==> src/hdl/fog_noise_texel_rgb_macros.svh <==
// assertion macros for the fog noise texel block
// used by the top level, expects clk and rst in scope
`ifndef FOG_NOISE_TEXEL_RGB_MACROS_SVH
`define FOG_NOISE_TEXEL_RGB_MACROS_SVH

// same-cycle implication
`define FNT_ASSERT_NOW(label, ante, cons) \
  label: assert property (@(posedge clk) disable iff (rst) (ante) |-> (cons)) \
    else $error("fog noise texel: same-cycle check failed");

// next-cycle implication
`define FNT_ASSERT_NEXT(label, ante, cons) \
  label: assert property (@(posedge clk) disable iff (rst) (ante) |=> (cons)) \
    else $error("fog noise texel: next-cycle check failed");

`endif

==> src/hdl/fnt_pkg.sv <==
// shared constants, types and helper functions for the fog noise texel block
// no dependencies
package fnt_pkg;

  localparam int COORD_BITS = 12;
  localparam int OCTAVES    = 4;
  localparam int FRAC_BITS  = 16;

  localparam int DIM_BITS     = 13;
  localparam int DATA_BITS    = 32;
  localparam int CFG_IDX_BITS = 2;
  localparam int COLOR_BITS   = 8;
  localparam int NOISE_BITS   = 24;
  localparam int S_BITS       = 17;
  localparam int QW           = COORD_BITS + FRAC_BITS;
  localparam int CW           = FRAC_BITS + 32;
  localparam int TP_BITS      = DATA_BITS + 16;
  localparam int TS_SHIFT     = 32 - FRAC_BITS;

  localparam int DIV_STEPS  = 4;
  localparam int DIV_STAGES = (QW + DIV_STEPS - 1) / DIV_STEPS;
  localparam int NV_LAT     = 6;
  localparam int MIX_LAT    = 3;
  localparam int PIPE_LAT   = DIV_STAGES + 1 + NV_LAT + MIX_LAT;
  localparam int LANES      = OCTAVES + 2;
  localparam int ACC_W      = 42;

  typedef enum logic [CFG_IDX_BITS-1:0] {
    REG_WIDTH  = 2'd0,
    REG_HEIGHT = 2'd1,
    REG_SEED   = 2'd2,
    REG_TIME   = 2'd3
  } cfg_reg_t;

  localparam logic [DIM_BITS-1:0]  RESET_DIM = 13'd256;
  localparam logic [31:0] HASH_X = 32'd374761393;
  localparam logic [31:0] HASH_Y = 32'd668265263;
  localparam logic [31:0] HASH_S = 32'd362437;
  localparam logic [31:0] MIX_C1 = 32'h7feb352d;
  localparam logic [31:0] MIX_C2 = 32'h846ca68b;

  localparam logic [31:0] SEED_STEP   = 32'd67;
  localparam logic [31:0] SEED_GRAIN  = 32'd1009;
  localparam logic [31:0] SEED_STRIPE = 32'd2203;

  localparam logic [15:0] K_DRIFT_X = 16'd3277;
  localparam logic [15:0] K_DRIFT_Y = 16'd1966;
  localparam logic [15:0] K_STRIPE  = 16'd6554;
  localparam logic [15:0] K_DIAG    = 16'd5243;

  localparam logic [NOISE_BITS-1:0] GLITCH_LEVEL = 24'd12415139;
  localparam logic [15:0] DIAG_LO = 16'd22937;
  localparam logic [15:0] DIAG_HI = 16'd39322;

  localparam logic [15:0] CH_BASE   [3] = '{16'd3277, 16'd14418, 16'd18350};
  localparam logic [15:0] CH_FOG    [3] = '{16'd6554, 16'd29491, 16'd34079};
  localparam logic [15:0] CH_GRAIN  [3] = '{16'd3277, 16'd5243, 16'd5243};
  localparam logic [15:0] CH_GLITCH [3] = '{16'd19661, 16'd1311, 16'd14418};

  typedef struct packed {
    logic [DIM_BITS-1:0]           width;
    logic [DIM_BITS-1:0]           height;
    logic [CW-1:0]                 ts_x;
    logic [CW-1:0]                 ts_y;
    logic [CW-1:0]                 ts_stripe;
    logic [CW-1:0]                 ts_diag;
    logic [CW-1:0]                 dx5;
    logic [CW-1:0]                 dy4;
    logic [OCTAVES-1:0][31:0]      sdp_fog;
    logic [31:0]                   sdp_grain;
    logic [31:0]                   sdp_stripe;
  } cfg_t;

  // fraction to q0.16, truncating or widening
  function automatic logic [15:0] to_q16(input logic [FRAC_BITS-1:0] f);
    logic [FRAC_BITS+15:0] w;
    w = {f, 16'b0};
    return w[FRAC_BITS+15 -: 16];
  endfunction

  function automatic logic [NOISE_BITS-1:0] blend(input logic [NOISE_BITS-1:0] a,
                                                  input logic [NOISE_BITS-1:0] b,
                                                  input logic [S_BITS-1:0] s);
    logic [NOISE_BITS+S_BITS-1:0] acc;
    logic [S_BITS-1:0] sn;
    sn  = S_BITS'(17'h10000) - s;
    acc = (NOISE_BITS+S_BITS)'(a) * (NOISE_BITS+S_BITS)'(sn)
        + (NOISE_BITS+S_BITS)'(b) * (NOISE_BITS+S_BITS)'(s);
    return acc[NOISE_BITS+15:16];
  endfunction

endpackage

==> src/hdl/fnt_coords.sv <==
// per-lane noise coordinates and diagonal fraction from normalized u, v
// depends on fnt_pkg
module fnt_coords (
  input  logic                                  clk,
  input  logic                                  en,
  input  logic [fnt_pkg::QW-1:0]                u,
  input  logic [fnt_pkg::QW-1:0]                v,
  input  fnt_pkg::cfg_t                         cfg,
  output logic [fnt_pkg::OCTAVES-1:0][fnt_pkg::CW-1:0] fog_x,
  output logic [fnt_pkg::OCTAVES-1:0][fnt_pkg::CW-1:0] fog_y,
  output logic [fnt_pkg::CW-1:0]                grain_x,
  output logic [fnt_pkg::CW-1:0]                grain_y,
  output logic [fnt_pkg::CW-1:0]                stripe_x,
  output logic [fnt_pkg::CW-1:0]                stripe_y,
  output logic [15:0]                           diag
);
  import fnt_pkg::*;

  logic [QW+2:0] u5;
  logic [QW+2:0] v5;
  logic [CW-1:0] uc;
  logic [CW-1:0] vc;
  logic [CW-1:0] ax;
  logic [CW-1:0] ay;
  logic [CW-1:0] dsum;

  always_comb begin
    u5   = {1'b0, u, 2'b00} + {3'b000, u};
    v5   = {1'b0, v, 2'b00} + {3'b000, v};
    uc   = CW'(u);
    vc   = CW'(v);
    ax   = CW'(u5 >> 1) + cfg.ts_x;
    ay   = CW'(v5 >> 1) + cfg.ts_y;
    dsum = uc * CW'(11) + vc * CW'(15) + cfg.ts_diag;
  end

  always_ff @(posedge clk) begin
    if (en) begin
      for (int i = 0; i < OCTAVES; i++) begin
        fog_x[i] <= ax << i;
        fog_y[i] <= ay << i;
      end
      grain_x  <= uc * CW'(28) + cfg.dx5;
      grain_y  <= vc * CW'(28) + cfg.dy4;
      stripe_x <= ((uc + vc) << 4) + cfg.ts_stripe;
      stripe_y <= (vc - uc) << 3;
      diag     <= to_q16(dsum[FRAC_BITS-1:0]);
    end
  end

endmodule

==> config.mk <==
export PLATFORM = sky130hd
export DESIGN_NAME = fnt_coords
export DESIGN_NICKNAME = d
export VERILOG_FILES = /design/src/hdl/fog_noise_texel_rgb_macros.svh /design/src/hdl/fnt_pkg.sv /design/src/hdl/fnt_coords.sv
export SDC_FILE = /design/constraint.sdc
export NUM_CORES = 1
export LEC_CHECK = 0
export BUFFER_PORTS_ARGS = -buffer_cell sky130_fd_sc_hd__buf_4
export CAP_MARGIN = 25
export CORE_AREA = 2 2 450 452
export DETAILED_ROUTE_END_ITERATION = 8
export DIE_AREA = 0 0 452 454
export GPL_TIMING_DRIVEN = 0
export HOLD_SLACK_MARGIN = 0.02
export PLACE_DENSITY_LB_ADDON = 0.3
export SKIP_LAST_GASP = 1
export SLEW_MARGIN = 40
export SYNTH_ARGS = -nofsm -noshare
export SYNTH_HDL_FRONTEND = slang
export SYNTH_SLANG_ARGS = --single-unit
==> constraint.sdc <==
create_clock -name clk -period 5.5 [get_ports clk]
set_input_delay 0.825 -clock clk [delete_from_list [all_inputs] [get_ports clk]]
set_output_delay 0.825 -clock clk [all_outputs]
set_load 0.01 [all_outputs]
# Word-level counts from Yosys, hierarchy flattened
# Cells that the tools add are included.
# Widths: inputs -> output; s select.
dict set report word_totals {
  ff_bits 577
  wordCells 28
}
dict set report classes {
  add_sub_neg 11
  multipliers 4
}
# op n
set op_table {}
lappend op_table {{$add 33x48->48} 3}
lappend op_table {{$add 30x48->48} 2}
lappend op_table {{$add 30x28->31} 2}
lappend op_table {{$mul 28x3->31 const B} 2}
lappend op_table {{$mul 28x4->16 const B} 2}
lappend op_table {{$add 16x16->16} 2}
lappend op_table {{$add 28x28->29} 1}
lappend op_table {{$sub 28x28->29} 1}

# Longest topological paths before layout
dict set report depth {
  depth_word 3
  ltp_mapped 23
  depth_no_buf 23
}

# Least setup slack after synthesis
# No wires, ideal clock.
dict set report synth_timing {
  kind {input port to flip-flop}
  start {input port v[5] (netlist bit)}
  end {register grain_y[43] (netlist bit), data pin}
  arrival_ns 5.212
  stages 21
  setup_slack_ns 0.022
  path_buffers 1
  required_time_ns 5.233
  path_cell_list {fa_1 ha_1 or3_4 or2_2 o311a_1 a21bo_2 a41oi_2 inv_1 o21ai_0 a21oi_1 ha_1 clkbuf_1 nand3_1 nor2_1 a221oi_1 o21ai_0 a221o_1 a41o_1 a31oi_2 nor3b_1 xor2_1}
}
dict set report synth_between {
  elab_chain_cells 2
}
# element line_no
set synth_rtl {}
lappend synth_rtl {{start, declared} fnt_coords.sv:7} ;# input logic [fnt_pkg::QW-1:0] v,
lappend synth_rtl {{$mul 28x3->31} fnt_coords.sv:44} ;# grain_y <= vc * CW'(28) + cfg.dy4;
lappend synth_rtl {{$add 33x48->48} fnt_coords.sv:44}
lappend synth_rtl {{end signal, assigned} fnt_coords.sv:44}
lappend synth_rtl {{end, declared} fnt_coords.sv:12} ;# output logic [fnt_pkg::CW-1:0] grain_y,
# No other way between the ends.
# A chain may end at the register's enable or synchronous reset.

# Worst setup path after layout
dict set report layout_timing {
  start {input port v[5] (netlist bit)}
  end {register grain_y[45] (netlist bit), data pin}
}
# Same word-level chain as after synthesis.

==> impl_metrics.yaml <==
run_status:
  status: "complete, no violations"
cts:
  cts_root_buffer: "clkbuf_16"
  cts_tree: "done"
  hold_buffers: 0
  htreeDepth: 2
  clk_pin_slew_ns: 0.06
  cts_sinks: 285
  cts_buffer_depth: 3
  cts_made_buffers: 48
routing:
  vias: 27316
  first_iter_violations: 1243
  drt_wl_total_um: 144000
  wire_per_inst_um: 20.7
  ant_nets: 0
  viasPerCell: 3.93
  firstDrtPassIters: 5
  route.detailed.drc: 0
sta:
  rsz0062_at_grt: "true"
  fin_crit_ns: 5.33
  hold_slack_ns: 0.331
  hold_viol_final: 0
  max-slew-margin-rel: 0.450
  tightest_slew_ns: 0.826
  setup_slack_ns: 0.168
  slew_viol_final: 0
  fmax_mhz: 188
  setup_violations: 0
  period_share: 0.970
worst_setup_path:
  path_common_cell: "xor2_1"
  cp.arrival_ns: 5.74
  cp_slowest_cell: "fa_1"
  crit_type: "in -> reg"
  crit_chain: "buf_4 -> fa_1 -> ha_1 -> or3_4 -> or2_2 -> o311a_4 -> a21bo_2 -> a41oi_2 -> a21oi_1 -> o21ai_0 -> nand2b_1 -> xor2_1 -> ha_2 -> a21o_1 -> a21oi_2 -> o21ai_1 -> a221o_1 -> a41o_1 -> a31oi_4 -> buf_12 -> nor3b_1 -> xor2_1"
  cpPeakStageDelay_ns: 0.53
  cp-end-kind: "flop"
  crit_fanout: 8
  cp.required_ns: 5.90
  cp-endpoint: "grain_y[45]"
  critPathLaunch: "v[5]"
  setup.worst_path.start_class: "input port"
floorplan:
  ios: 1156
  die_y_um: 454
  die_area_um2: 205000
  start_util: 0.155
  row_count: 165
  die_width_um: 452
  coreArea_um2: 201000
final_layout:
  fin_area_um2: 43700
  areaGrowthSynthToFinish_pct: 40.5
  num-nets-final: 5287
  drive_above_1_share: 0.331
  multi_input_area_um2: 19600
  fillers: 21912
  register_area_um2: 8560
yosys:
  synth_top_area_share: 0.275
  yosys_warnings: 0
  synth_edf_count: 285
  syn_area_um2: 31100
  ys_seq_area_frac: 0.275
  yosys.area.top_type: "edfxtp_1"
  async_flop_share: 0
  ys_top_cells_by_count: "ha_1, buf_4, edfxtp_1"
  avgSynthCellArea_um2: 9.55
  synth-main-ff-cell: "edfxtp_1"
  synth.distinct_cells: 90
  synth_cells: 3256
  synth_seq_cells: 285
  synth.most_common_cell: "ha_1"
  yosys-top-cells-area: "edfxtp_1, ha_1, fa_1"
global_route:
  grt_use_met2: 0.233
  track_usage: 0.134
  grt_use_met3: 0.0404
  top_usage_layer: "met2"
  grtUsageMet1: 0.159
  grt_max_degree: 66
  overflow: 0
  grt_pass1_wl_um: 195000
  antenna_found_initial: 64
  grt_pass1_vias: 26811
power:
  powerDensity_nw_per_um2: 398
  vdd_ir_drop_max_mv: 0.254
  finalPower_mw: 17.4
  p_leak_nw: 19.5
min_path:
  hp-class: "in -> reg"
  hold_depth: 1
placed_design:
  globalplace.congestion: 0.866
  placed_area_um2: 41300
  hpwlAfterDp_um: 123000
  io_buffers: 890
  dp_slack_ns: -1.79
job:
  drv_cap: 0
[power breakdown]
group	leakage, nW	switching, mW	internal, mW	total [mW]
logic	15.9	5.53	4.81	10.3
registers	2.79	0.408	3.40	3.81
clock network	0.769	1.31	1.94	3.25
total	19.5	7.25	10.2	17.4
[cells by family (layout without fill, tap and decap cells)]
group	count (synthesis)	count (layout)	synth area share
adder cells (fa/ha/maj)	490	490	0.228
other	1	26	0.000121
buffers and inverters	614	1614	0.112
AO/OA/AOI/OAI	832	832	0.176
XOR/XNOR	371	371	0.104
multiplexers	2	2	0.000804
flip-flops	285	285	0.275
AND/OR/NAND/NOR	661	661	0.103
[worst max-delay path, delay by kind of cell]
kind | cells | cell delay (ns)
AOI/OAI and AO/OA | 11 | 2.18
adders and majority gates | 3 | 1.12
and+or+nand+nor | 4 | 0.86
xor gates and xnor gates | 2 | 0.36
buffers and inverters | 2 | 0.33
[worst min path at each step]
stage	end	from
after floorplan	grain_x[0]	cfg[240]
after global placement	stripe_x[1]	cfg[337]
after detailed placement	stripe_x[0]	cfg[336]
after CTS	stripe_x[0]	cfg[336]
after global routing	grain_y[1]	cfg[193]
final	stripe_x[0]	cfg[336]
[metrics by stage]
stage | instances | setup TNS [ns] | util
2_1_floorplan | 3270 | 0 | -
3_3_place_gp | 6832 | -116.47 | 0.205
3_5_place_dp | 6836 | -118.62 | 0.206
4_1_cts | 6930 | 0 | 0.215
5_1_grt | 6950 | -0.0707 | 0.217
6_report | 6953 | 0 | 0.218
[timing repair]
item	CTS	global route
endpoints found under the setup margin	91	87
setup buffers	8	12
cloned	0	0
pin swaps	9	25
resized for setup	43	61
[cells in the final DEF (no fill, tap or decap), drive strengths merged, types with 47 or more instances in the layout]
cell       n
edfxtp   285
inv      267
o21ai    143
xor2     113
xnor2    258
nand2    142
o21bai    48
a21o     122
clkbuf    88
a21oi    256
nand3     72
ha       361
nand2b    47
buf     1232
nor2     199
fa       129
[per-layer routing]
layer,vias up,part of all wire
met5,-,0.0013
met4,30,0.030
met3,206,0.071
met2,785,0.49
met1,13024,0.41
li1,13271,-
[state kept, by name, summed over array words and instances (netlist names)]
| signal | count |
|---|---|
| grain_x | 48 |
| fog_y | 48 |
| fog_x | 48 |
| stripe_y | 29 |
| grain_y | 48 |
| stripe_x | 48 |
| diag | 16 |
[area by class of cell]
| type | count | share of cell area |
|---|---|---|
| inverter | 264 | 0.0228 |
| antenna | 11 | 0.000630 |
| multi-input combinational | 2371 | 0.449 |
| timing repair buffer | 915 | 0.161 |
| clock buffer | 57 | 0.0292 |
| clock inverter | 30 | 0.00787 |
| buffer | 348 | 0.0567 |
| tap | 2672 | 0.0765 |
| sequential | 285 | 0.196 |
(Power assumes the default switching activity.)
