## src/hdl/fog_noise_texel_rgb_macros.svh

```systemverilog
// assertion macros for the fog noise texel block
// used by the top level, expects clk and rst in scope
`ifndef FOG_NOISE_TEXEL_RGB_MACROS_SVH
`define FOG_NOISE_TEXEL_RGB_MACROS_SVH

// same-cycle implication
`define FNT_ASSERT_NOW(label, ante, cons) \
  label: assert property (@(posedge clk) disable iff (rst) (ante) |-> (cons)) \
    else $error("fog noise texel: same-cycle check failed");

// next-cycle implication
`define FNT_ASSERT_NEXT(label, ante, cons) \
  label: assert property (@(posedge clk) disable iff (rst) (ante) |=> (cons)) \
    else $error("fog noise texel: next-cycle check failed");

`endif

```

## src/hdl/fnt_pkg.sv

```systemverilog
// shared constants, types and helper functions for the fog noise texel block
// no dependencies
package fnt_pkg;

  localparam int COORD_BITS = 12;
  localparam int OCTAVES    = 4;
  localparam int FRAC_BITS  = 16;

  localparam int DIM_BITS     = 13;
  localparam int DATA_BITS    = 32;
  localparam int CFG_IDX_BITS = 2;
  localparam int COLOR_BITS   = 8;
  localparam int NOISE_BITS   = 24;
  localparam int S_BITS       = 17;
  localparam int QW           = COORD_BITS + FRAC_BITS;
  localparam int CW           = FRAC_BITS + 32;
  localparam int TP_BITS      = DATA_BITS + 16;
  localparam int TS_SHIFT     = 32 - FRAC_BITS;

  localparam int DIV_STEPS  = 4;
  localparam int DIV_STAGES = (QW + DIV_STEPS - 1) / DIV_STEPS;
  localparam int NV_LAT     = 6;
  localparam int MIX_LAT    = 3;
  localparam int PIPE_LAT   = DIV_STAGES + 1 + NV_LAT + MIX_LAT;
  localparam int LANES      = OCTAVES + 2;
  localparam int ACC_W      = 42;

  typedef enum logic [CFG_IDX_BITS-1:0] {
    REG_WIDTH  = 2'd0,
    REG_HEIGHT = 2'd1,
    REG_SEED   = 2'd2,
    REG_TIME   = 2'd3
  } cfg_reg_t;

  localparam logic [DIM_BITS-1:0]  RESET_DIM = 13'd256;
  localparam logic [31:0] HASH_X = 32'd374761393;
  localparam logic [31:0] HASH_Y = 32'd668265263;
  localparam logic [31:0] HASH_S = 32'd362437;
  localparam logic [31:0] MIX_C1 = 32'h7feb352d;
  localparam logic [31:0] MIX_C2 = 32'h846ca68b;

  localparam logic [31:0] SEED_STEP   = 32'd67;
  localparam logic [31:0] SEED_GRAIN  = 32'd1009;
  localparam logic [31:0] SEED_STRIPE = 32'd2203;

  localparam logic [15:0] K_DRIFT_X = 16'd3277;
  localparam logic [15:0] K_DRIFT_Y = 16'd1966;
  localparam logic [15:0] K_STRIPE  = 16'd6554;
  localparam logic [15:0] K_DIAG    = 16'd5243;

  localparam logic [NOISE_BITS-1:0] GLITCH_LEVEL = 24'd12415139;
  localparam logic [15:0] DIAG_LO = 16'd22937;
  localparam logic [15:0] DIAG_HI = 16'd39322;

  localparam logic [15:0] CH_BASE   [3] = '{16'd3277, 16'd14418, 16'd18350};
  localparam logic [15:0] CH_FOG    [3] = '{16'd6554, 16'd29491, 16'd34079};
  localparam logic [15:0] CH_GRAIN  [3] = '{16'd3277, 16'd5243, 16'd5243};
  localparam logic [15:0] CH_GLITCH [3] = '{16'd19661, 16'd1311, 16'd14418};

  typedef struct packed {
    logic [DIM_BITS-1:0]           width;
    logic [DIM_BITS-1:0]           height;
    logic [CW-1:0]                 ts_x;
    logic [CW-1:0]                 ts_y;
    logic [CW-1:0]                 ts_stripe;
    logic [CW-1:0]                 ts_diag;
    logic [CW-1:0]                 dx5;
    logic [CW-1:0]                 dy4;
    logic [OCTAVES-1:0][31:0]      sdp_fog;
    logic [31:0]                   sdp_grain;
    logic [31:0]                   sdp_stripe;
  } cfg_t;

  // fraction to q0.16, truncating or widening
  function automatic logic [15:0] to_q16(input logic [FRAC_BITS-1:0] f);
    logic [FRAC_BITS+15:0] w;
    w = {f, 16'b0};
    return w[FRAC_BITS+15 -: 16];
  endfunction

  function automatic logic [NOISE_BITS-1:0] blend(input logic [NOISE_BITS-1:0] a,
                                                  input logic [NOISE_BITS-1:0] b,
                                                  input logic [S_BITS-1:0] s);
    logic [NOISE_BITS+S_BITS-1:0] acc;
    logic [S_BITS-1:0] sn;
    sn  = S_BITS'(17'h10000) - s;
    acc = (NOISE_BITS+S_BITS)'(a) * (NOISE_BITS+S_BITS)'(sn)
        + (NOISE_BITS+S_BITS)'(b) * (NOISE_BITS+S_BITS)'(s);
    return acc[NOISE_BITS+15:16];
  endfunction

endpackage

```

## src/hdl/fnt_config.sv

```systemverilog
// configuration registers and values derived from them
// depends on fnt_pkg
module fnt_config (
  input  logic                                clk,
  input  logic                                rst,
  input  logic                                cfg_write,
  input  logic [fnt_pkg::CFG_IDX_BITS-1:0]    cfg_index,
  input  logic [fnt_pkg::DATA_BITS-1:0]       cfg_data,
  output fnt_pkg::cfg_t                       cfg
);
  import fnt_pkg::*;

  logic [DIM_BITS-1:0]  width_r;
  logic [DIM_BITS-1:0]  height_r;
  logic [DATA_BITS-1:0] seed_r;
  logic [DATA_BITS-1:0] time_r;

  logic [OCTAVES-1:0][31:0] seed_fog;
  logic [31:0]  seed_grain;
  logic [31:0]  seed_stripe;
  logic [TP_BITS-1:0] tp_x;
  logic [TP_BITS-1:0] tp_y;
  logic [TP_BITS-1:0] tp_stripe;
  logic [TP_BITS-1:0] tp_diag;
  cfg_t cfg_next;

  always_ff @(posedge clk) begin
    if (rst) begin
      width_r  <= RESET_DIM;
      height_r <= RESET_DIM;
      seed_r   <= '0;
      time_r   <= '0;
    end else if (cfg_write) begin
      unique case (cfg_reg_t'(cfg_index))
        REG_WIDTH:  width_r  <= cfg_data[DIM_BITS-1:0];
        REG_HEIGHT: height_r <= cfg_data[DIM_BITS-1:0];
        REG_SEED:   seed_r   <= cfg_data;
        REG_TIME:   time_r   <= cfg_data;
        default:    ;
      endcase
    end
  end

  always_ff @(posedge clk) begin
    for (int i = 0; i < OCTAVES; i++) begin
      seed_fog[i] <= seed_r + 32'(i) * SEED_STEP;
    end
    seed_grain  <= seed_r + SEED_GRAIN;
    seed_stripe <= seed_r + SEED_STRIPE;
    tp_x        <= TP_BITS'(time_r) * TP_BITS'(K_DRIFT_X);
    tp_y        <= TP_BITS'(time_r) * TP_BITS'(K_DRIFT_Y);
    tp_stripe   <= TP_BITS'(time_r) * TP_BITS'(K_STRIPE);
    tp_diag     <= TP_BITS'(time_r) * TP_BITS'(K_DIAG);
  end

  always_comb begin
    cfg_next.width     = (width_r == '0) ? DIM_BITS'(1) : width_r;
    cfg_next.height    = (height_r == '0) ? DIM_BITS'(1) : height_r;
    cfg_next.ts_x      = CW'(tp_x >> TS_SHIFT);
    cfg_next.ts_y      = CW'(tp_y >> TS_SHIFT);
    cfg_next.ts_stripe = CW'(tp_stripe >> TS_SHIFT);
    cfg_next.ts_diag   = CW'(tp_diag >> TS_SHIFT);
    cfg_next.dx5       = (cfg_next.ts_x << 2) + cfg_next.ts_x;
    cfg_next.dy4       = cfg_next.ts_y << 2;
    for (int i = 0; i < OCTAVES; i++) begin
      cfg_next.sdp_fog[i] = seed_fog[i] * HASH_S;
    end
    cfg_next.sdp_grain  = seed_grain * HASH_S;
    cfg_next.sdp_stripe = seed_stripe * HASH_S;
  end

  always_ff @(posedge clk) begin
    cfg <= cfg_next;
  end

endmodule

```

## config.mk

```make
export PLATFORM = sky130hd
export DESIGN_NAME = fnt_config
export DESIGN_NICKNAME = d
export VERILOG_FILES = /design/src/hdl/fog_noise_texel_rgb_macros.svh /design/src/hdl/fnt_pkg.sv /design/src/hdl/fnt_config.sv
export SDC_FILE = /design/constraint.sdc
export NUM_CORES = 2
export LEC_CHECK = 0
export BUFFER_PORTS_ARGS = -buffer_cell sky130_fd_sc_hd__clkbuf_2
export CAP_MARGIN = 5
export CORE_UTILIZATION = 55
export DETAILED_ROUTE_END_ITERATION = 7
export PLACE_DENSITY = 0.74
export SLEW_MARGIN = 15
export SYNTH_ARGS = -nofsm -noshare
export SYNTH_HDL_FRONTEND = slang
export SYNTH_SLANG_ARGS = --single-unit
```

## constraint.sdc

```tcl
create_clock -name clk -period 15.1 [get_ports clk]
set_input_delay 2.265 -clock clk [delete_from_list [all_inputs] [get_ports clk]]
set_output_delay 2.265 -clock clk [all_outputs]
set_load 0.1 [all_outputs]
```

Yosys cells after proc, flatten, opt, wreduce, memory -nomap -nowiden --
Index checks and enable logic that the tools add are counted.
Word-level totals: output and inout bits 506, bits of input ports 37, word-level logic and storage cells 53, register bits after elaboration 819
Operators by class: equality and inequality tests 3, $add $sub $neg 6, multiply operators 10, reductions and logical operators 7
Operator list (count):
- $mul 32x19->32 const B | 6
- $mul 32x12->44 const B | 2
- $add 32x8->32 const B | 2
- $mul 32x13->45 const B | 1
- $mul 32x10->42 const B | 1
- $add 32x10->32 const B | 1
- $add 32x12->32 const B | 1
- $add 32x7->32 const B | 1
- $add 30x28->31 | 1
- $logic_not 13->1 | 2
- $reduce_and 2->1 | 4
- $eq 2x2->1 const B | 2
- $eq 2x1->1 const B | 1
- $logic_not 2->1 | 1

Depth between registers and ports, before layout --
depth after elaboration 2, gate-level depth with buffers 23, mapped depth without buffers 23

Worst setup path after synthesis --
No wires, ideal clock.
kind reg-to-reg, start register seed_fog[37] (netlist bit), end register cfg[127] (netlist bit), period minus slack after synthesis 5.890 ns, library setup time 0.121 ns, data required time 14.979 ns, path buffers 0, cell stages (with the launch flop) 22, arrival 5.769 ns, path slack 9.210 ns, cell sequence dfxtp_1 inv_1 fa_1 inv_1 fa_1 ha_1 fa_1 fa_1 inv_1 fa_1 inv_1 ha_1 a21o_1 a21oi_1 o21bai_1 or3_1 o41a_1 a211o_1 a21o_1 a2111oi_2 o21bai_1 xnor2_1
RTL lines:
- start: declaration | RTL line fnt_config.sv:18 | logic [OCTAVES-1:0][31:0] seed_fog;
- start signal: indexed assignment | RTL line fnt_config.sv:46 | seed_fog[i] <= seed_r + 32'(i) * SEED_STEP;
- end signal: assignment | RTL line fnt_config.sv:73 | cfg <= cfg_next;
- end: declaration | RTL line fnt_config.sv:9 | output fnt_pkg::cfg_t cfg

Worst setup path in the final report --
start register time_r[8], end register tp_y[42]
On the way: word-level cells in the longest chain between the ends 1
RTL lines:
- start: declaration | RTL line fnt_config.sv:16 | logic [DATA_BITS-1:0] time_r;
- start signal: assignment | RTL line fnt_config.sv:38 | REG_TIME: time_r <= cfg_data;
- $mul 32x10->42 | RTL line fnt_config.sv:51 | tp_y <= TP_BITS'(time_r) * TP_BITS'(K_DRIFT_Y);
- end signal: assignment | RTL line fnt_config.sv:51
- end: declaration | RTL line fnt_config.sv:22 | logic [TP_BITS-1:0] tp_y;
Every way passes these cells. A chain may end at the register's enable or synchronous reset.

==> impl_results.md <==
* Post-synth top area share at 35.8%
* Die W at 374 um
* Vias in the first global route at 55.3k
* Routed Antenna Nets at 0
* Clock root cell: clkbuf_16
* Top-count cell post-synth: inv_1
* HPWL Detailed at 173000 um
* Cts hold-fix bufs at 0
* Core outline area at 137000 um2
* RR Endpoint: tp_y[42]
* EDFF count, synth at 0
* Met1 Use GR at 37.7%
* Kind of critical path: register to register
* Max stage delay on crit path at 0.73 ns
* Hold Crit Class: register to register
* Worst-case reg-to-reg path depth at 20
* Leak at 43.4 nW
* CP max stage cell: dfxtp_1
* Yosys warning total at 0
* Sequential-to-total area share from yosys stat at 18.0%
* Initial Util at 55.4%
* RSZ-0062 raised after global routing: no
* CP dominant cell by count: fa_1
* Worst path cell trace: inv_1 > fa_1 > fa_1 > inv_1 > fa_1 > fa_1 > inv_1 > fa_1 > inv_1 > ha_1 > a21oi_1 > o21ai_0 > or4_1 > nor3_1 > o31a_1 > o21a_1 > o21ai_0 > a211oi_1 > o21bai_1 > xnor2_1
* Worst Setup End Kind: register
* Area of the multi-input gates at 53100 um2
* Routed len/inst at 20.3 um
* Critical path peak fanout at 10
* Synthesized area at 76100 um2
* Layout Skew at 0.0249 ns
* R2r setup slk at 8.16 ns
* DRT Pass-1 Iters at 5
* Overall Power at 14.6 mW
* Clk slew on worst S/H paths at 0.06 ns
* Hold Path Origin: tp_diag[43]
* Ys async rst share at 0%
* CP endpoint: tp_y[42]
* Worst slew pin tran at 1.11 ns
* Io pins at 543
* Peak VDD IR at 0.265 mV
* Initial antenna violation count at 6
* Power per cell area at 178 nW/um2
* First-pass GRT wire length at 314000 um
* Post-synth top area cell: fa_1
* Layout fillers at 11.6k
* Final Net Count at 10.3k
* Max-cap viol count at 0
* Min Tclk post-route at 6.94 ns
* Total overflow reported by the global router at 0
* Crit share post-route at 46.0%
* GPL Wtd Cong at 0.975
* Startpoint Class: register
* Fmax at 144 MHz
* Critical Path RT at 15.67 ns
* Post-synth top flop: dfxtp_1
* Critical Path Start: time_r[8]
* Met3 usage at 4.13%
* Crit path arrival time at 7.51 ns
* # H-tree levels at 3
* # setup viols final at 0
* Flops & latches, synth at 683
* Grt met2 use at 50.1%
* Syn_area_per_cell at 10.1 um2
* Starting DRT DRC Count at 2921
* Residual DRC at 0
* Largest net degree at the start of global routing at 91
* Total Neg Setup Slack at 0 ns
* Area Growth Syn to Fin at 8.01%
* Critical path buffers and inverters at 4
* Outcome: completed
* Cell count after synthesis at 7552
* Total clock sinks at 683
* CTS tree: done
* Post-cts sizing count at 0
* Max Slew Vio Count at 0
* Synth top area cells: fa_1, dfxtp_1, ha_1
* Final WL at 198000 um
* Post-CTS Setup Bufs at 0
* Reg area at 13700 um2
* Top Usage Layer GRT: met2
* Clk_lat worst skew at 0.70 ns
* R2R Path Start: time_r[8]
* Chip height at 374 um
* CP Depth at 20
* Final hold vios at 0
* Final Util at 59.8%
* Vias at 50.5k
* Worst path top cell family by delay: adder cells
* Row count at 136
* Layout cell share with drive strength beyond 1 at 7.63%
* Inserted Clock Buffers at 77
* Unique masters post-synth at 65
* Deepest clock path buffer count at 3
* Synth cell count leaders: inv_1, fa_1, ha_1
* Die ar. at 140000 um2
* PortBufs at 425
* Vias per cell at 5.16
* GRT Total Usage at 29.3%
* Worst slew margin relative to its limit at 26.2%
## per-stage QoR
step           cell area (um2)  std cells  hold slack, ns  setup WS (ns)
2_1_floorplan            76500       7668           0.310           9.21
3_3_place_gp             79400       9642           0.313           8.18
3_5_place_dp             79400       9642           0.312           8.17
4_1_cts                  82200       9784           0.325           8.14
5_1_grt                  82200       9786           0.328           7.87
6_report                 82200       9789           0.324           8.16
## flip-flops by register name, indices dropped and copies added, names as in the netlist
signal,flops
seed_fog,121
cfg,324
width_r,13
tp_y,27
time_r,32
seed_r,32
seed_stripe,32
seed_grain,31
tp_x,29
tp_diag,29
height_r,13
## report_power, final
part	internal (mW)	total [mW]	switching (mW)
clock	1.18	2.05	0.869
sequential	2.31	2.56	0.256
combinational	3.14	10.0	6.88
total	6.63	14.6	8.00
## layout by cell type, fill, tap and decap left out, types with 9 or more instances in the layout
cell type	count
a211o_1	9
a211oi_1	31
a21boi_0	9
a21o_1	93
a21oi_1	273
a31oi_1	13
and2_1	10
and3_1	28
and4_1	13
buf_4	30
bufinv_16	9
clkbuf_16	78
clkbuf_2	424
clkbuf_8	12
conb_1	117
dfxtp_1	683
fa_1	1362
ha_1	1010
inv_1	2137
inv_6	11
nand2_1	331
nand2b_1	25
nand3_1	65
nand4_1	31
nor2_1	222
nor2b_1	33
nor3_1	66
nor4_1	17
o211ai_1	12
o21a_1	59
o21ai_0	110
o21bai_1	42
or2_2	10
or3_1	18
xnor2_1	341
xor2_1	137
## routing by layer
| layer | vias to the layer above | wire length (um) |
|---|---|---|
| met2 | 1544 | 97700 |
| li1 | 23337 | - |
| met1 | 25293 | 82000 |
| met4 | 0 | 7480 |
| met5 | - | 0 |
| met3 | 346 | 11300 |
## final cells by class
type / instances / area share (%)
multi-input cells: 4573 / 64.6
flip-flops and latches: 683 / 16.6
inverters: 2137 / 9.76
repair buffers: 455 / 2.86
well taps: 1794 / 2.73
clock buffers: 97 / 2.61
clock inverters: 45 / 0.743
diodes: 5 / 0.0152
## cells by family (layout without fill, tap and decap cells)
kind of cell | Yosys count | count (layout) | share of synthesized area (%)
adders and majority gates | 2372 | 2372 | 52.5
and+or+nand+nor | 892 | 892 | 5.38
buffers and inverters | 2412 | 2734 | 12.8
xor gates and xnor gates | 478 | 478 | 5.50
DFF | 683 | 683 | 18.0
other | 1 | 122 | 0.00493
AOI/OAI and AO/OA | 714 | 714 | 5.89
## worst min-delay path by stage
stage,endpoint,slack [ns],cells past startpoint
global placement,cfg[290],0.31,0
CTS,cfg[315],0.32,0
global route,cfg[215],0.33,0
detailed placement,cfg[296],0.31,0
floorplan,cfg[194],0.31,0
finish,cfg[315],0.32,0
No activity file was read; power rests on OpenSTA's default activity.
