## src/hdl/fog_noise_texel_rgb_macros.svh

```systemverilog
// assertion macros for the fog noise texel block
// used by the top level, expects clk and rst in scope
`ifndef FOG_NOISE_TEXEL_RGB_MACROS_SVH
`define FOG_NOISE_TEXEL_RGB_MACROS_SVH

// same-cycle implication
`define FNT_ASSERT_NOW(label, ante, cons) \
  label: assert property (@(posedge clk) disable iff (rst) (ante) |-> (cons)) \
    else $error("fog noise texel: same-cycle check failed");

// next-cycle implication
`define FNT_ASSERT_NEXT(label, ante, cons) \
  label: assert property (@(posedge clk) disable iff (rst) (ante) |=> (cons)) \
    else $error("fog noise texel: next-cycle check failed");

`endif

```

## src/hdl/fnt_pkg.sv

```systemverilog
// shared constants, types and helper functions for the fog noise texel block
// no dependencies
package fnt_pkg;

  localparam int COORD_BITS = 12;
  localparam int OCTAVES    = 4;
  localparam int FRAC_BITS  = 16;

  localparam int DIM_BITS     = 13;
  localparam int DATA_BITS    = 32;
  localparam int CFG_IDX_BITS = 2;
  localparam int COLOR_BITS   = 8;
  localparam int NOISE_BITS   = 24;
  localparam int S_BITS       = 17;
  localparam int QW           = COORD_BITS + FRAC_BITS;
  localparam int CW           = FRAC_BITS + 32;
  localparam int TP_BITS      = DATA_BITS + 16;
  localparam int TS_SHIFT     = 32 - FRAC_BITS;

  localparam int DIV_STEPS  = 4;
  localparam int DIV_STAGES = (QW + DIV_STEPS - 1) / DIV_STEPS;
  localparam int NV_LAT     = 6;
  localparam int MIX_LAT    = 3;
  localparam int PIPE_LAT   = DIV_STAGES + 1 + NV_LAT + MIX_LAT;
  localparam int LANES      = OCTAVES + 2;
  localparam int ACC_W      = 42;

  typedef enum logic [CFG_IDX_BITS-1:0] {
    REG_WIDTH  = 2'd0,
    REG_HEIGHT = 2'd1,
    REG_SEED   = 2'd2,
    REG_TIME   = 2'd3
  } cfg_reg_t;

  localparam logic [DIM_BITS-1:0]  RESET_DIM = 13'd256;
  localparam logic [31:0] HASH_X = 32'd374761393;
  localparam logic [31:0] HASH_Y = 32'd668265263;
  localparam logic [31:0] HASH_S = 32'd362437;
  localparam logic [31:0] MIX_C1 = 32'h7feb352d;
  localparam logic [31:0] MIX_C2 = 32'h846ca68b;

  localparam logic [31:0] SEED_STEP   = 32'd67;
  localparam logic [31:0] SEED_GRAIN  = 32'd1009;
  localparam logic [31:0] SEED_STRIPE = 32'd2203;

  localparam logic [15:0] K_DRIFT_X = 16'd3277;
  localparam logic [15:0] K_DRIFT_Y = 16'd1966;
  localparam logic [15:0] K_STRIPE  = 16'd6554;
  localparam logic [15:0] K_DIAG    = 16'd5243;

  localparam logic [NOISE_BITS-1:0] GLITCH_LEVEL = 24'd12415139;
  localparam logic [15:0] DIAG_LO = 16'd22937;
  localparam logic [15:0] DIAG_HI = 16'd39322;

  localparam logic [15:0] CH_BASE   [3] = '{16'd3277, 16'd14418, 16'd18350};
  localparam logic [15:0] CH_FOG    [3] = '{16'd6554, 16'd29491, 16'd34079};
  localparam logic [15:0] CH_GRAIN  [3] = '{16'd3277, 16'd5243, 16'd5243};
  localparam logic [15:0] CH_GLITCH [3] = '{16'd19661, 16'd1311, 16'd14418};

  typedef struct packed {
    logic [DIM_BITS-1:0]           width;
    logic [DIM_BITS-1:0]           height;
    logic [CW-1:0]                 ts_x;
    logic [CW-1:0]                 ts_y;
    logic [CW-1:0]                 ts_stripe;
    logic [CW-1:0]                 ts_diag;
    logic [CW-1:0]                 dx5;
    logic [CW-1:0]                 dy4;
    logic [OCTAVES-1:0][31:0]      sdp_fog;
    logic [31:0]                   sdp_grain;
    logic [31:0]                   sdp_stripe;
  } cfg_t;

  // fraction to q0.16, truncating or widening
  function automatic logic [15:0] to_q16(input logic [FRAC_BITS-1:0] f);
    logic [FRAC_BITS+15:0] w;
    w = {f, 16'b0};
    return w[FRAC_BITS+15 -: 16];
  endfunction

  function automatic logic [NOISE_BITS-1:0] blend(input logic [NOISE_BITS-1:0] a,
                                                  input logic [NOISE_BITS-1:0] b,
                                                  input logic [S_BITS-1:0] s);
    logic [NOISE_BITS+S_BITS-1:0] acc;
    logic [S_BITS-1:0] sn;
    sn  = S_BITS'(17'h10000) - s;
    acc = (NOISE_BITS+S_BITS)'(a) * (NOISE_BITS+S_BITS)'(sn)
        + (NOISE_BITS+S_BITS)'(b) * (NOISE_BITS+S_BITS)'(s);
    return acc[NOISE_BITS+15:16];
  endfunction

endpackage

```

## src/hdl/fnt_mixer.sv

```systemverilog
// fbm sum, glitch test and weighted channel mix with saturation
// depends on fnt_pkg
module fnt_mixer (
  input  logic                                          clk,
  input  logic                                          en,
  input  logic [fnt_pkg::OCTAVES-1:0][fnt_pkg::NOISE_BITS-1:0] fog,
  input  logic [fnt_pkg::NOISE_BITS-1:0]                grain,
  input  logic [fnt_pkg::NOISE_BITS-1:0]                stripe,
  input  logic [15:0]                                   diag,
  output logic [fnt_pkg::COLOR_BITS-1:0]                red,
  output logic [fnt_pkg::COLOR_BITS-1:0]                green,
  output logic [fnt_pkg::COLOR_BITS-1:0]                blue
);
  import fnt_pkg::*;

  logic [NOISE_BITS:0]     fog_sum;
  logic [NOISE_BITS:0]     fog_r;
  logic [NOISE_BITS-1:0]   grain_r;
  logic                    glitch_r;
  logic [ACC_W-1:0]        acc [3];
  logic [COLOR_BITS-1:0]   chan [3];
  logic [ACC_W-1:0]        acc_next [3];
  logic [COLOR_BITS-1:0]   chan_next [3];
  logic [47:0]             scaled [3];

  always_comb begin
    fog_sum = '0;
    for (int i = 0; i < OCTAVES; i++) begin
      fog_sum = fog_sum + ((NOISE_BITS+1)'(fog[i]) >> (i + 1));
    end
    for (int c = 0; c < 3; c++) begin
      acc_next[c] = (ACC_W'(CH_BASE[c]) << 24)
                  + ACC_W'(CH_FOG[c]) * ACC_W'(fog_r)
                  + ACC_W'(CH_GRAIN[c]) * ACC_W'(grain_r)
                  + (glitch_r ? (ACC_W'(CH_GLITCH[c]) << 24) : ACC_W'(0));
      scaled[c] = {acc[c][39:0], 8'b0} - 48'(acc[c][39:0]);
      if (|acc[c][ACC_W-1:40]) begin
        chan_next[c] = '1;
      end else begin
        chan_next[c] = scaled[c][47:40];
      end
    end
  end

  always_ff @(posedge clk) begin
    if (en) begin
      fog_r    <= fog_sum;
      grain_r  <= grain;
      glitch_r <= (stripe > GLITCH_LEVEL) && (diag > DIAG_LO) && (diag < DIAG_HI);
      for (int c = 0; c < 3; c++) begin
        acc[c]  <= acc_next[c];
        chan[c] <= chan_next[c];
      end
    end
  end

  assign red   = chan[0];
  assign green = chan[1];
  assign blue  = chan[2];

endmodule

```

## config.mk

```make
export PLATFORM = sky130hd
export DESIGN_NAME = fnt_mixer
export DESIGN_NICKNAME = d
export VERILOG_FILES = /design/src/hdl/fog_noise_texel_rgb_macros.svh /design/src/hdl/fnt_pkg.sv /design/src/hdl/fnt_mixer.sv
export SDC_FILE = /design/constraint.sdc
export NUM_CORES = 2
export LEC_CHECK = 0
export ABC_CLOCK_PERIOD_IN_PS = 9180
export BUFFER_PORTS_ARGS = -buffer_cell sky130_fd_sc_hd__buf_4
export CAP_MARGIN = 20
export CORE_ASPECT_RATIO = 0.5
export CORE_UTILIZATION = 59
export CTS_CLUSTER_DIAMETER = 120
export DETAILED_ROUTE_END_ITERATION = 10
export GPL_TIMING_DRIVEN = 0
export PLACE_DENSITY = 0.9
export SYNTH_ARGS = -nofsm -noshare
export SYNTH_HDL_FRONTEND = slang
export SYNTH_SLANG_ARGS = --single-unit
```

## constraint.sdc

```tcl
create_clock -name clk -period 9.18 [get_ports clk]
set_input_delay 1.377 -clock clk [delete_from_list [all_inputs] [get_ports clk]]
set_output_delay 1.377 -clock clk [all_outputs]
set_load 0.02 [all_outputs]
```

---- After elaboration in Yosys (flattened, before gate mapping) ----
Memory sizes are Yosys's and may differ from the RTL's.
Cells that the tools add are included.
W data, S select, Z words.
cells by class
  add/subtract/negate cells ............... 15
  reductions and logical operators ........ 5
  magnitude comparators ................... 3
  muxes and demuxes ....................... 8
  multipliers ............................. 5
operator list
  kind                      count
  $sub A48 B40 Y48          3
  $add A39 B41 Y42 const A  1
  $add A41 B37 Y42          1
  $add A42 B35 Y42          1
  $add A42 B37 Y42          1
  $add A42 B38 Y42          1
  $add A38 B40 Y41 const A  1
  $add A40 B39 Y41          1
  $mul A16 B25 Y41 const A  1
  $add A39 B36 Y40          1
  $mul A15 B25 Y40 const A  1
  $add A36 B38 Y39 const A  1
  $mux W39                  1
  $mux W38                  1
  $mul A12 B25 Y37 const A  1
  $mul A13 B24 Y37 const A  1
  $mul A12 B24 Y36 const A  1
  $mux W35                  1
  $add A24 B21 Y25          1
  $add A25 B20 Y25          1
  $add A23 B22 Y24          1
  $gt A24 B24 Y1 const B    1
  $mux W8                   3
  $gt A16 B15 Y1 const B    1
  other kinds (4)           8
storage, ports and cells
  memories kept ........................... 2
  bits in registers ....................... 50
  output and inout bits ................... 24
  input port bits ......................... 162
  RAM bits ................................ 150
  logic and storage cells ................. 41
memory list
  memory  words  bits a word  read ports  clocked after memory_dff  write ports  line             RTL
  acc     3      42           3           0                         3            fnt_mixer.sv:20  logic [ACC_W-1:0] acc [3];
  chan    3      8            3           0                         3            fnt_mixer.sv:21  logic [COLOR_BITS-1:0] chan [3];

---- Depth between registers and ports, before layout ----
  depth after elaboration ................. 4
  mapped depth ............................ 41
  depth with buffers taken out ............ 41

---- Worst setup path before layout ----
No wires, ideal clock.
  kind .................................... register to register
  start ................................... register grain_r[13]
  end ..................................... memory acc[2][39] (netlist: acc[0][123]), data pin
  library setup time ...................... 0.258 ns
  path slack .............................. -0.369 ns
  required time ........................... 8.922 ns
  period minus slack after synthesis ...... 9.549 ns
  buffers on the path ..................... 1
  arrival time ............................ 9.291 ns
  stages on the path, launching flop included .. 39
  cell sequence ........................... edfxtp_1 > ha_1 > fa_1 > fa_1 > fa_1 > inv_1 > fa_1 > inv_1 > ha_1 > nor3_1 > o31ai_1 > and3_1 > a21oi_1 > nand2_1 > a21oi_1 > o21ai_0 > a31oi_1 > xnor2_1 > [... 3 more ...] > inv_1 > fa_1 > inv_1 > fa_1 > fa_1 > fa_1 > inv_1 > ha_1 > clkbuf_1 > inv_1 > o21bai_1 > a21oi_1 > o21a_1 > nor3_1 > a2111oi_4 > o211ai_1 > a21oi_1 > xnor2_1
RTL lines
  what                    line             RTL
  from (decl)             fnt_mixer.sv:18  logic [NOISE_BITS-1:0] grain_r;
  from (signal assigned)  fnt_mixer.sv:48  grain_r <= grain;
  to (decl)               fnt_mixer.sv:20

==> impl_results.md <==
* Crit path launch: grain_r[12]$_DFFE_PP_
* Rows at 72
* Total Wirelength at 145000 µm
* DRC viols at 0
* CTS sink count at 198
* Placer Congestion at 1.00
* Asr flop ratio synth at 0
* Setup TNS at -32.02 ns
* Setup Viol. Count Final at 53
* Post-synth top flop: edfxtp_1
* H-tree Lvls at 4
* Post-Syn Instances at 4717
* Die height at 201 µm
* Worst reg2reg path endpoint: acc[0][81]$_DFFE_PP_
* Failing checks: negative setup slack
* Die W at 400 µm
* Cts hold-fix bufs at 0
* Effective utilization at floorplan at 0.600
* Vias at 37.5k
* Hold path depth at 1
* Fin. Hold Viols at 0
* Die ar. at 80300 µm²
* CP Data Required Time at 9.50 ns
* Worst path arrival time at 10.61 ns
* Status: complete, but fails checks
* Port bufs at 175
* Slew Limit Fails at 0
* FMAX at 0.0971 GHz
* Final ANT Viol Nets at 0
* 1st-iter DRT viols at 3496
* Crit-path max FO at 5
* Flop2flop setup slack at -1.11 ns
* Largest net degree at the start of global routing at 112
* Final WS setup at -1.11 ns
* Global route overflow at 0
* Crit path time final at 10.29 ns
* Post-synth EDFFs at 198
* Critical R2R Launch: grain_r[12]$_DFFE_PP_
* Placed Instance Area at 49600 µm²
* Cell Area, Synth at 46700 µm²
* Crit path capture: acc[0][81]$_DFFE_PP_
* Layout Cells excl Fill at 6225
* CP Capture Type: flop
* Inst Count DP at 5932
* Later-pin clock latency in the skew report at 0.54 ns
* Yosys top cell by area: fa_1
* Max cap viols at 0
* Cts bufs inserted at 17
* DP Wirelength at 106000 µm
* Synth-to-Final Area Change at 18.6%
* Worst hold slack at 0.615 ns
* Vias per Instance at 6.03
* Slowest cell on crit path: fa_1
* Hold Path Class: flop to flop
* Clk slew on worst S/H paths at 0.08 ns
* #FFs+latches synth at 198
* Core footprint at 77800 µm²
* Yosys warning count at 0
* Pre-antenna DRT Iters at 6
* Mapped Nets at 6530
* # nets final at 6989
* RSZ-0062 raised after global routing: yes
* Largest cells by area after synthesis: fa_1 31%, ha_1 25%, edfxtp_1 13%, inv_1 10%, a21oi_1 2.5%
* Synth cell types at 70
* Antenna violations before repair at 5
* Syn Area/Cell at 9.90 µm²
* Share of post-route cells with drive strength above 1 at 0.173
* Vias in the first global route at 39.3k
* CTS tree: built
* Root buf cell: clkbuf_16
* Crit Path Class: flop to flop
* Clock Path Buffers at 2
* Finished Cell Area at 55400 µm²
* Slew headroom at 0.248
* Cell repeated most along the worst path: fa_1
* Worst Clk Skew at 0.0142 ns
* Worst setup SP type: flop
* Sequential area share after synthesis at 0.127
* Num ports at 186
* Slowest cell delay on critical path at 0.58 ns
* DR WL/cell at 23.3 µm
* Slew of the pin with the lowest slew margin at 1.13 ns
* Period utilisation layout at 1.12
* Gr usage total at 0.342
* First-pass GRT wire length at 210000 µm
* Synth top area share at 0.314
* Register-to-Register Path Depth at 41
[synthesized netlist by cell type, types with 3 or more instances]
cell type / instances
a2111oi_0: 4
a211o_1: 13
a211oi_1: 32
a21boi_0: 6
a21o_1: 154
a21oi_1: 233
a221oi_1: 6
a22oi_1: 3
a311oi_1: 6
a31oi_1: 26
a32oi_1: 4
a41o_1: 3
a41oi_1: 7
and2_1: 14
and3_1: 23
clkbuf_1: 24
edfxtp_1: 198
fa_1: 732
ha_1: 919
inv_1: 1305
nand2_1: 144
nand2b_1: 24
nand3_1: 66
nand3b_1: 4
nand4_1: 37
nor2_1: 108
nor2b_1: 25
nor3_1: 47
nor3b_1: 5
nor4_1: 16
o2111a_1: 5
o2111ai_1: 5
o211ai_1: 25
o21a_1: 31
o21ai_0: 146
o21bai_1: 23
o221ai_1: 5
o22ai_1: 6
o311ai_0: 3
o31a_1: 5
o31ai_1: 14
or2_2: 9
or3_1: 16
xnor2_1: 133
xor2_1: 67
[placed cells by master (no fill, tap or decap), types with 13 or more instances in the layout]
master and n:
o21bai_1 22, edfxtp_1 198, clkbuf_1 14, nand2b_1 22, nor2b_1 20, inv_2 45, nor2_1 93, a21o_1 153
o21a_1 31, buf_4 393, o211ai_1 25, ha_2 20, xnor2_4 16, xor2_1 50, nand2_1 136, xnor2_2 24
inv_1 1260, clkbuf_16 17, o21ai_2 25, o21ai_1 14, ha_1 819, buf_6 40, a21oi_2 32, fa_1 723
and3_1 18, nand4_1 37, a31oi_1 15, a21oi_1 183, nor4_1 13, o21ai_0 102, nor3_1 40, ha_4 80
or3_1 13, a21oi_4 18, nand3_1 60, a211oi_1 22, a211o_1 13, xnor2_1 93
[worst min path at each step]
stage,slack (ns),endpoint,startpoint
floorplan,0.52,chan[0][12]$_SDFFCE_PP1P_,acc[0][78]$_DFFE_PP_
global placement,0.54,chan[0][12]$_SDFFCE_PP1P_,acc[0][78]$_DFFE_PP_
detailed placement,0.59,chan[0][3]$_SDFFCE_PP1P_,acc[0][35]$_DFFE_PP_
CTS,0.61,chan[0][12]$_SDFFCE_PP1P_,acc[0][78]$_DFFE_PP_
global route,0.63,chan[0][12]$_SDFFCE_PP1P_,acc[0][78]$_DFFE_PP_
finish,0.61,chan[0][12]$_SDFFCE_PP1P_,acc[0][78]$_DFFE_PP_
[metal layers]
layer	global-route usage	wire length [µm]
met3	0.0791	14300
met2	0.560	67100
met1	0.435	54000
met5	0	28
met4	0.147	9630
[per-stage QoR]
step,utilization,setup WS (ns)
floorplan,-,-0.0130
global placement,0.637,-1.86
detailed placement,0.638,-1.96
CTS,0.687,-0.668
global route,0.711,-1.29
finish,0.711,-1.11
[registers in the layout, indices dropped and copies added, names as in the netlist]
| name | flops |
|---|---|
| grain_r | 24 |
| chan | 24 |
| fog_r | 25 |
| glitch_r | 1 |
| acc | 124 |
[kinds of logic after synthesis]
logic type / after synthesis / share of synthesized area
compound gates: 790 / 0.110
xor+xnor: 200 / 0.0375
simple gates: 547 / 0.0575
mux: 2 / 0.000429
buf+inv: 1329 / 0.107
fa+ha+maj: 1651 / 0.560
flops: 198 / 0.127
[repair_timing]
item | CTS | global route
endpoints found under the setup margin | 71 | 63
buffers inserted | 198 | 89
gates resized for setup | 337 | 247
gates cloned | 0 | 0
pin swaps | 185 | 213
[area by class of cell]
| type | instances | area (µm²) |
|---|---|---|
| Multi-Input combinational cell | 3190 | 38800 |
| Fill cell | 5127 | 22500 |
| Sequential cell | 198 | 5950 |
| Inverter | 1305 | 4900 |
| Timing Repair Buffer | 450 | 3740 |
| Tap cell | 1036 | 1300 |
| Clock buffer | 17 | 425 |
| Clock inverter | 14 | 166 |
| Buffer | 14 | 52.6 |
| Antenna cell | 1 | 2.50 |
[critical path: cells and delay by family (launching register included)]
| family | cells | cell delay, ns |
|---|---|---|
| AOI/OAI and AO/OA | 9 | 2.02 |
| xor gates and xnor gates | 2 | 0.44 |
| adders and majority gates | 12 | 5.07 |
| buffers and inverters | 12 | 0.97 |
| DFF | 1 | 0.53 |
| and+or+nand+nor | 6 | 1.03 |
Power is not shown: default switching activity piles up to over one toggle a cycle in this logic, so the estimate is an artifact.
